## src/hdl/ppu_pkg.sv

```systemverilog
// Shared types and constants for the particle pool update block.
// No dependencies; every other file in hdl/ imports this package.
package ppu_pkg;

  // Field widths fixed by the item formats
  localparam int SLOT_W  = 10;
  localparam int FC_W    = 7;
  localparam int LIFE_W  = 8;
  localparam int FRAME_W = 8;

  // Pool depth default and frame count after reset
  localparam int             SLOTS_DEFAULT = 1024;
  localparam logic [FC_W-1:0] FC_RESET     = 7'd16;

  // Long-life frames: base + slot mod 18
  localparam int FRAME_BASE = 20;
  localparam int FRAME_MOD  = 18;
  // (s * 455) >> 13 for any 10-bit s is floor(s / 18), or one less
  localparam int MOD_RECIP  = 455;
  localparam int MOD_SHIFT  = 13;
  localparam int RECIP_W    = 9;
  localparam int PROD_W     = SLOT_W + RECIP_W;
  localparam int QUOT_W     = PROD_W - MOD_SHIFT;

  typedef enum logic [1:0] {
    CMD_ADD  = 2'd0,
    CMD_TICK = 2'd1,
    CMD_READ = 2'd2
  } cmd_t;

  typedef enum logic [3:0] {
    ST_IDLE,
    ST_SCAN_RD,
    ST_SCAN_CHK,
    ST_ADD_WR,
    ST_TICK,
    ST_RD_MEM,
    ST_RD_CALC,
    ST_RD_FRAME,
    ST_EMIT
  } state_t;

  typedef struct packed {
    cmd_t               command;
    logic signed [31:0] pos_x;
    logic signed [31:0] pos_y;
    logic signed [15:0] vel_x;
    logic signed [15:0] vel_y;
    logic               long_life;
    logic signed [31:0] win_min_x;
    logic signed [31:0] win_max_x;
    logic signed [31:0] win_min_y;
    logic signed [31:0] win_max_y;
    logic [SLOT_W-1:0]  read_slot;
  } in_item_t;

  typedef struct packed {
    logic               accepted;
    logic [SLOT_W-1:0]  slot;
    logic               drawn;
    logic [FRAME_W-1:0] frame;
    logic signed [31:0] out_x;
    logic signed [31:0] out_y;
  } out_item_t;

  // One pool slot as held in the slot memory
  typedef struct packed {
    logic signed [31:0] px;
    logic signed [31:0] py;
    logic signed [15:0] vx;
    logic signed [15:0] vy;
    logic [LIFE_W-1:0]  life;
    logic               seen;
    logic               long_life;
  } entry_t;

  // Request to the frame calculator
  typedef struct packed {
    logic [SLOT_W-1:0] slot;
    logic [LIFE_W-1:0] life;
    logic              long_life;
    logic [FC_W-1:0]   frame_count;
  } frame_req_t;

endpackage

```

## src/hdl/ppu_frame.sv

```systemverilog
// Sprite frame calculator for a read: registered between product and remainder, slot mod 18 by reciprocal.
// Depends on ppu_pkg (frame_req_t and frame constants).
module ppu_frame (
  input  logic                    clk,
  input  ppu_pkg::frame_req_t     req,
  output logic [ppu_pkg::FRAME_W-1:0] frame
);
  import ppu_pkg::*;

  logic [PROD_W-1:0]  prod;
  logic [FRAME_W-1:0] short_frame;
  logic [LIFE_W-1:0]  n_ext;
  logic [LIFE_W-1:0]  diff;

  logic [QUOT_W-1:0]  quot;
  logic [SLOT_W-1:0]  slot_q;
  logic               long_q;
  logic               dead_q;
  logic [FRAME_W-1:0] short_q;

  logic [SLOT_W:0]    rem_a;
  logic [SLOT_W:0]    rem_b;

  // Stage one: reciprocal product and short-life frame
  always_comb begin
    prod  = PROD_W'(req.slot) * PROD_W'(MOD_RECIP);
    n_ext = LIFE_W'(req.frame_count);
    if (req.life < n_ext) begin
      diff = n_ext - req.life;
    end else begin
      diff = req.life - n_ext;
    end
    if (req.frame_count == '0) begin
      short_frame = '0;
    end else if (diff >= n_ext) begin
      short_frame = FRAME_W'(n_ext - LIFE_W'(1));
    end else begin
      short_frame = FRAME_W'(diff);
    end
  end

  always_ff @(posedge clk) begin
    quot    <= prod[PROD_W-1:MOD_SHIFT];
    slot_q  <= req.slot;
    long_q  <= req.long_life;
    dead_q  <= (req.life == '0);
    short_q <= short_frame;
  end

  // Stage two: remainder with one correction step, then pick the frame
  always_comb begin
    rem_a = (SLOT_W+1)'(slot_q) - (SLOT_W+1)'(quot) * (SLOT_W+1)'(FRAME_MOD);
    if (rem_a >= (SLOT_W+1)'(FRAME_MOD)) begin
      rem_b = rem_a - (SLOT_W+1)'(FRAME_MOD);
    end else begin
      rem_b = rem_a;
    end
    if (dead_q) begin
      frame = '0;
    end else if (long_q) begin
      frame = FRAME_W'(FRAME_BASE) + FRAME_W'(rem_b);
    end else begin
      frame = short_q;
    end
  end

endmodule

```

## config.mk

```make
export PLATFORM = sky130hd
export DESIGN_NAME = ppu_frame
export DESIGN_NICKNAME = d
export VERILOG_FILES = /design/src/hdl/ppu_pkg.sv /design/src/hdl/ppu_frame.sv
export SDC_FILE = /design/constraint.sdc
export NUM_CORES = 1
export LEC_CHECK = 0
export ABC_AREA = 0
export BUFFER_PORTS_ARGS = -buffer_cell sky130_fd_sc_hd__buf_2
export CORE_ASPECT_RATIO = 1.2
export CORE_MARGIN = 3
export CORE_UTILIZATION = 60
export DETAILED_ROUTE_END_ITERATION = 8
export PLACE_DENSITY = 0.8
export SYNTH_ARGS = -nofsm -noshare
export SYNTH_HDL_FRONTEND = slang
export SYNTH_SLANG_ARGS = --single-unit
```

## constraint.sdc

```tcl
create_clock -name clk -period 7.7 [get_ports clk]
set_clock_uncertainty 0.05 [all_clocks]
set_input_delay 0.77 -clock clk [delete_from_list [all_inputs] [get_ports clk]]
set_output_delay 0.77 -clock clk [all_outputs]
set_load 0.1 [all_outputs]
```

==> results of run 1 <==
-- stage by stage --
stage,utilization [%],instances
global route,68.3,564
finish,68.3,564
CTS,68.3,564
global placement,67.5,560
detailed placement,67.5,560
floorplan,-,450
-- cell families after synthesis --
family,synth area share [%]
compound gates,19.2
fa+ha+maj,37.2
simple gates,13.4
buf+inv,6.79
xor+xnor,7.33
flops,13.2
mux,2.89
-- sequential cells by signal, indices dropped and copies added (netlist names) --
register	flops
quot	6
slot_q	10
long_q	1
short_q	8
dead_q	1
-- metal layers --
layer	wire, um	vias to the layer above	GRT usage (%)
met5	0	-	0
met3	257	15	1.53
met2	4310	84	42.5
li1	-	1652	-
met1	3610	1541	28.3
met4	123	0	5.07
-- synth_stat cells, types with 3 or more instances --
cell	instances
nor3_1	12
nor2_1	34
and2_1	4
nand2b_1	6
fa_1	22
or3_1	4
a211oi_1	14
nand2_1	17
nor4b_1	3
mux2_2	3
o21a_1	4
a21o_1	6
o211ai_1	4
xnor2_1	25
nor2b_1	4
ha_1	82
mux2i_1	8
inv_1	63
o31ai_1	3
a21oi_1	22
o21ai_0	16
a21boi_0	3
xor2_1	8
a31oi_1	4
nor4_1	3
dfxtp_1	26
-- worst max-delay path by stage --
stage	startpoint	end	cells after the start
final	quot[4]	frame[6]	19
after global routing	quot[4]	frame[6]	19
after CTS	quot[4]	frame[6]	19
after detailed placement	quot[4]	frame[6]	19
after global placement	quot[4]	frame[6]	19
after floorplan	quot[4]	frame[4]	18
-- cell type report --
class	count	area [um2]	area share, %
multi-input combinational	355	3160	74.4
sequential	26	520	12.3
inverter	63	236	5.58
timing repair buffer	34	170	4.01
tap	82	103	2.42
clock buffer	4	55.1	1.30
==> impl_metrics.csv, run 1 <==
group,metric,value,unit
floorplanning,core_area,6210,um2
grt,grtUsageTotal,22.8,%
grt,grt_start_max_net_pins,15,
clock_tree,h-tree-depth,1,
critical_path,slowest_delay,0.53,ns
finish,nFillCells,516,
grt,grt_pass1_vias,3239,
clock_tree,post-cts-setup-buffers,0,
yosys,yosysSeqAreaShare,13.2,%
detailed_routing,ant_nets,0,
sta,min_period,6.19,ns
yosys,yosysWarnings,0,
clock_tree,hold_buffers,0,
yosys,yosys.area.top_type,"ha_1",
finish,layout_commonest_cell,"ha_1",
yosys,synth_nets,581,
floorplanning,fp.dieH,94.8,um
floorplanning,io_pins,35,
critical_path,crit_path_top_delay_cell,"or4b_4",
critical_path,critPathBufInv,2,
clock_tree,clock_sinks,26,
finish,syn2layout_area_growth,7.52,%
sta,fin_ws,1.51,ns
min_path,min-delay-path-class,"input pin to register",
sta,worst_pin_slew,0.929,ns
detailed_routing,drtIter0Drc,111,
sta,drv_slew,0,
yosys,synth_ff_type,"dfxtp_1",
detailed_routing,vias_per_cell,5.84,
clock_tree,cts_made_buffers,3,
critical_path,crit_required,6.88,ns
clock_tree,cts-root-buf,"clkbuf_8",
yosys,synth_top_area_share,26.0,%
finish,nets,614,
yosys,ys_top_cells_by_area,"ha_1 (26%), dfxtp_1 (13%), fa_1 (11%)",
place,placed_area,4190,um2
status,status,"complete, no violations",
critical_path,critical_path_class,"register to output pin",
floorplanning,die_area,7590,um2
sta,finalCritPeriodShare,80.3,%
clock_tree,cts_tree,"done",
detailed_routing,wire_per_inst,14.7,um
clock_tree,path_clk_slew,0.08,ns
yosys,ys_async_sr_fraction,0,%
floorplanning,fp.dieW,80.0,um
min_path,hold-path-endpoint,"long_q",
critical_path,crit_top_cell,"ha_1",
place,numPortBuffers,34,
critical_path,setup.worst_path.end_class,"output pin",
flow_run,maxCapViolations,0,
sta,hold_viol,0,
place,dpl_worst_slack,1.84,ns
finish,drive_above_1_share,11.4,%
min_path,hold_path_depth,1,
yosys,ys_seq_elements,26,
detailed_routing,wl,8.30,mm
floorplanning,row_count,31,
grt,antenna_found_initial,0,
finish,fin_area,4240,um2
grt,grt_pass1_wl,14.0,mm
detailed_routing,dr.pass1.iters,4,
place,dpl.hpwl,7.20,mm
critical_path,startpoint_type,"register",
floorplanning,initial_core_util,63.6,%
yosys,synth_cell_types,63,
sta,max_freq,162,MHz
critical_path,worstPathArrival,5.37,ns
sta,rsz0062_at_grt,"false",
sta,setup_violations,0,
finish,mostFrequentLayoutCells,"ha_1 (82), inv_1 (63), nor2_1 (34), buf_2 (34), dfxtp_1 (26)",
sta,fin_setup_tns,0,ns
yosys,synthCells,450,
detailed_routing,vias,3292,
yosys,synth_edf_count,0,
clock_tree,cts_resized,0,
clock_tree,cts.path.max_buffers,2,
yosys,syn_area,3950,um2
critical_path,path_delay_family,"adder cells",
sta,relSlewSlack,37.6,%
sta,hold_ws,0.560,ns
yosys,avgSynthCellArea,8.77,um2
grt,grt_overflow,0,
min_path,min_from,"req[7]",
critical_path,critPathMaxFanout,11,
detailed_routing,post-route-drc-count,0,
critical_path,cp_cell_sequence,"ha_1 -> ha_1 -> fa_1 -> inv_1 -> ha_1 -> and3_1 -> a221oi_4 -> nor3_2 -> or4b_4 -> a21oi_2 -> nand2_1 -> nand2_1 -> xor2_1 -> ha_1 -> nor2_1 -> a211oi_1 -> nand4_1 -> o311ai_0 -> buf_2",
finish,diodes,0,
place,routabilityCongestion,0.910,
Power of run 1 is not shown: default switching activity piles up to over one toggle a cycle in this logic, so the estimate is an artifact.
==> run 2, diff against run 1 <==
clock period = 5.8 ns   (was 7.7 ns; I/O delays follow)
==> run 2 against run 1 <==
Compared with the run above:
- first-iteration DRC count increased by 11%
- worst setup slack got worse by 1.2 ns
- clock-buffer cell count unchanged
- via count is 0.58% higher
- global-route usage rose by 1.2 points
- wire length up 2.7%
- non-clock buffer count increased by 3
- die area is the same
- sequential cell count did not move
- critical path type unchanged
- critical endpoint is now frame[4]
- highest routed layer unchanged
==> impl_metrics.csv, run 2 (synthesis gave the netlist of run 1 again) <==
group,metric,value,unit
status,status,"complete, no violations",
detailed_routing,vias,3311,
grt,grt_start_max_net_pins,15,
critical_path,crit_top_cell,"ha_1",
finish,syn2layout_area_growth,9.10,%
clock_tree,post-cts-setup-buffers,0,
sta,hold_viol,0,
grt,grt_pass1_vias,3388,
floorplanning,fp.dieW,80.0,um
detailed_routing,post-route-drc-count,0,
critical_path,critical_path_class,"register to output pin",
detailed_routing,dr.pass1.iters,5,
detailed_routing,ant_nets,0,
critical_path,setup.worst_path.end_class,"output pin",
grt,grt_pass1_wl,14.8,mm
clock_tree,h-tree-depth,1,
grt,grtUsageTotal,24.0,%
sta,rsz0062_at_grt,"false",
clock_tree,cts_tree,"done",
floorplanning,io_pins,35,
critical_path,crit_path_top_delay_cell,"or4b_4",
grt,grt_overflow,0,
finish,layout_commonest_cell,"ha_1",
critical_path,worstPathArrival,4.86,ns
place,dp_cells,563,
sta,max_freq,182,MHz
clock_tree,cts-root-buf,"clkbuf_8",
finish,nFillCells,500,
flow_run,maxCapViolations,0,
grt,antenna_found_initial,0,
min_path,min-delay-path-class,"input pin to register",
floorplanning,die_area,7590,um2
clock_tree,cts.path.max_buffers,2,
sta,setup_violations,0,
floorplanning,initial_core_util,63.6,%
detailed_routing,drtIter0Drc,123,
clock_tree,path_clk_slew,0.08,ns
finish,reg_top3,"slot_q x10, short_q x8, quot x6",
detailed_routing,wl,8.52,mm
place,dpl.hpwl,7.47,mm
critical_path,critPathMaxFanout,6,
finish,nets,617,
sta,hold_ws,0.377,ns
floorplanning,core_area,6210,um2
clock_tree,cts_made_buffers,3,
critical_path,startpoint_type,"register",
place,numPortBuffers,34,
finish,diodes,0,
finish,regMostFlops,"slot_q",
sta,drv_slew,0,
floorplanning,row_count,31,
detailed_routing,wire_per_inst,15.0,um
floorplanning,fp.dieH,94.8,um
place,routabilityCongestion,0.892,
critical_path,crit_required,5.17,ns
critical_path,slowest_delay,0.53,ns
grt,grt_util_met2,44.8,%
clock_tree,hold_buffers,0,
clock_tree,clock_sinks,26,
critical_path,cp_cell_sequence,"ha_1 -> ha_1 -> fa_1 -> inv_1 -> ha_1 -> and3_1 -> a221oi_4 -> nor3_2 -> or4b_4 -> a21oi_2 -> nand2_1 -> nand2_1 -> xor2_1 -> ha_1 -> xnor2_1 -> xnor2_1 -> a211oi_2 -> buf_2",
critical_path,critPathBufInv,2,
sta,min_period,5.49,ns
grt,use_met1,29.6,%
grt,use_met3,1.15,%
sta,fin_setup_tns,0,ns
place,dpl_worst_slack,0.612,ns
clock_tree,cts_resized,0,
finish,drive_above_1_share,13.0,%
finish,instances_no_fill,567,
sta,worst_pin_slew,0.918,ns
grt,grt-busiest-layer,"met2",
finish,largest_reg_flops,10,
sta,finalCritPeriodShare,94.7,%
sta,relSlewSlack,38.4,%
critical_path,path_delay_family,"adder cells",
sta,fin_ws,0.309,ns
detailed_routing,vias_per_cell,5.84,
finish,mostFrequentLayoutCells,"ha_1 (82), inv_1 (63), nor2_1 (34), buf_2 (33), dfxtp_1 (26)",
run 2: layout make-up:
cell class | instances | area [um2] | share of cell area (%)
inverters | 63 | 236 | 5.49
multi-input cells | 355 | 3180 | 73.9
clock buffers | 4 | 55.1 | 1.28
repair buffers | 37 | 208 | 4.83
well taps | 82 | 103 | 2.38
flip-flops and latches | 26 | 520 | 12.1
run 2: worst paths after layout:
path,start,endpoint,slack [ns],depth (start not counted)
worst max-delay path,quot[4],frame[4],0.31,18
worst min-delay path,req[7],long_q,0.38,1
run 2: per-stage QoR:
stage,instance area [um2],utilization [%]
finish,4300,69.4
global route,4300,69.4
CTS,4300,69.3
detailed placement,4240,68.4
global placement,4240,68.4
floorplan,3970,-
run 2: per-layer routing:
| metal | share of wire [%] | vias up |
|---|---|---|
| met4 | 2.4 | 0 |
| met2 | 52 | 90 |
| met1 | 43 | 1541 |
| met5 | 0 | - |
| met3 | 3.0 | 20 |
| li1 | - | 1660 |
Power of run 2 is left out for the same reason.
==> run 3, diff against run 2 <==
REMOVE_ABC_BUFFERS = 1   (was not set)
==> run 3 against run 2 <==
Compared with the run above:
- die area unchanged
- first-iteration DRC count fell by 28%
- wire length shrank 2.7%
- critical endpoint is now frame[6]
==> impl_metrics.csv, run 3 (synthesis gave the netlist of run 1 again) <==
group,metric,value,unit
floorplanning,row_count,31,
critical_path,critPathMaxFanout,4,
detailed_routing,post-route-drc-count,0,
finish,syn2layout_area_growth,8.53,%
finish,multi_input_area,3160,um2
clock_tree,cts_tree,"done",
clock_tree,h-tree-depth,1,
floorplanning,die_area,7590,um2
grt,grt_pass1_wl,14.3,mm
finish,largest_reg_flops,10,
floorplanning,fp.dieH,94.8,um
floorplanning,core_area,6210,um2
finish,mostFrequentLayoutCells,"ha_1 (81), inv_1 (63), nor2_1 (34), buf_2 (33), dfxtp_1 (26)",
detailed_routing,ant_nets,0,
sta,hold_viol,0,
grt,grtUsageTotal,23.3,%
flow_run,maxCapViolations,0,
grt,grt_pass1_vias,3222,
clock_tree,hold_buffers,0,
sta,finalCritPeriodShare,94.0,%
finish,drive_above_1_share,12.2,%
clock_tree,cts_made_buffers,3,
place,dp_cells,563,
sta,rsz0062_at_grt,"false",
finish,instances_no_fill,567,
place,numPortBuffers,34,
grt,antenna_found_initial,0,
critical_path,critical_path_class,"register to output pin",
finish,nets,617,
floorplanning,io_pins,35,
min_path,min-delay-path-class,"input pin to register",
clock_tree,path_clk_slew,0.08,ns
clock_tree,clock_sinks,26,
detailed_routing,wl,8.29,mm
sta,max_freq,183,MHz
min_path,hold_path_depth,1,
finish,seqCellArea,520,um2
critical_path,worstPathArrival,4.82,ns
finish,layout_commonest_cell,"ha_1",
finish,nFillCells,508,
clock_tree,cts-root-buf,"clkbuf_8",
detailed_routing,dr.pass1.iters,4,
status,status,"complete, no violations",
place,routabilityCongestion,0.892,
finish,diodes,0,
critical_path,setup.worst_path.end_class,"output pin",
clock_tree,post-cts-setup-buffers,0,
finish,regMostFlops,"slot_q",
clock_tree,cts_resized,0,
floorplanning,fp.dieW,80.0,um
detailed_routing,vias,3296,
sta,worst_pin_slew,0.930,ns
sta,setup_violations,0,
detailed_routing,wire_per_inst,14.6,um
sta,relSlewSlack,37.6,%
grt,grt_overflow,0,
sta,hold_ws,0.358,ns
critical_path,crit_required,5.17,ns
clock_tree,cts.path.max_buffers,2,
place,dpl.hpwl,7.36,mm
detailed_routing,vias_per_cell,5.81,
critical_path,startpoint_type,"register",
floorplanning,initial_core_util,63.6,%
grt,grt_start_max_net_pins,15,
sta,drv_slew,0,
detailed_routing,drtIter0Drc,88,
finish,reg_top3,"slot_q x10, short_q x8, quot x6",
sta,min_period,5.45,ns
-- run 3: cell counts in the layout (fill, tap and decap cells not counted) --
No cell type changed its count.
-- run 3: critical path, stage by stage (launching register included) --
cell,delay (ns)
dfxtp_1,0.38
ha_1,0.25
ha_1,0.25
fa_1,0.41
xnor2_1,0.14
ha_1,0.21
or3_4,0.38
a221oi_4,0.27
nor3_2,0.06
or4b_4,0.53
a21oi_2,0.17
nand2_1,0.10
nand2_1,0.10
xor2_1,0.16
ha_1,0.20
nor2_1,0.06
a211oi_1,0.28
a211o_1,0.14
o311ai_0,0.20
buf_12,0.24
-- run 3: metrics by stage --
stage / utilization, % / worst slack, ns / setup TNS, ns / instance area (um2)
after floorplan: - / -0.992 / -2.75 / 3910
after global placement: 68.1 / 0.692 / 0 / 4220
after detailed placement: 68.1 / 0.572 / 0 / 4220
after CTS: 69.0 / 0.256 / 0 / 4280
after global routing: 69.0 / 0.0302 / 0 / 4280
final: 69.0 / 0.347 / 0 / 4280
-- run 3: worst paths after layout --
path	startpoint	endpoint	slack (ns)
setup / recovery	quot[4]	frame[6]	0.35
hold / removal	req[7]	long_q	0.36
-- run 3: routing by layer --
metal	global-route usage (%)	up-vias	wire, um
li1	-	1666	-
met1	29.7	1551	3670
met2	41.8	64	4240
met3	0.859	15	201
met4	7.89	0	182
met5	0	-	0
-- run 3: cell type report --
cell class / instances / share of cell area [%]
timing repair buffer: 37 / 4.85
sequential: 26 / 12.2
inverter: 63 / 5.52
tap: 82 / 2.40
multi-input combinational: 355 / 73.8
clock buffer: 4 / 1.29
Power of run 3 is left out for the same reason.
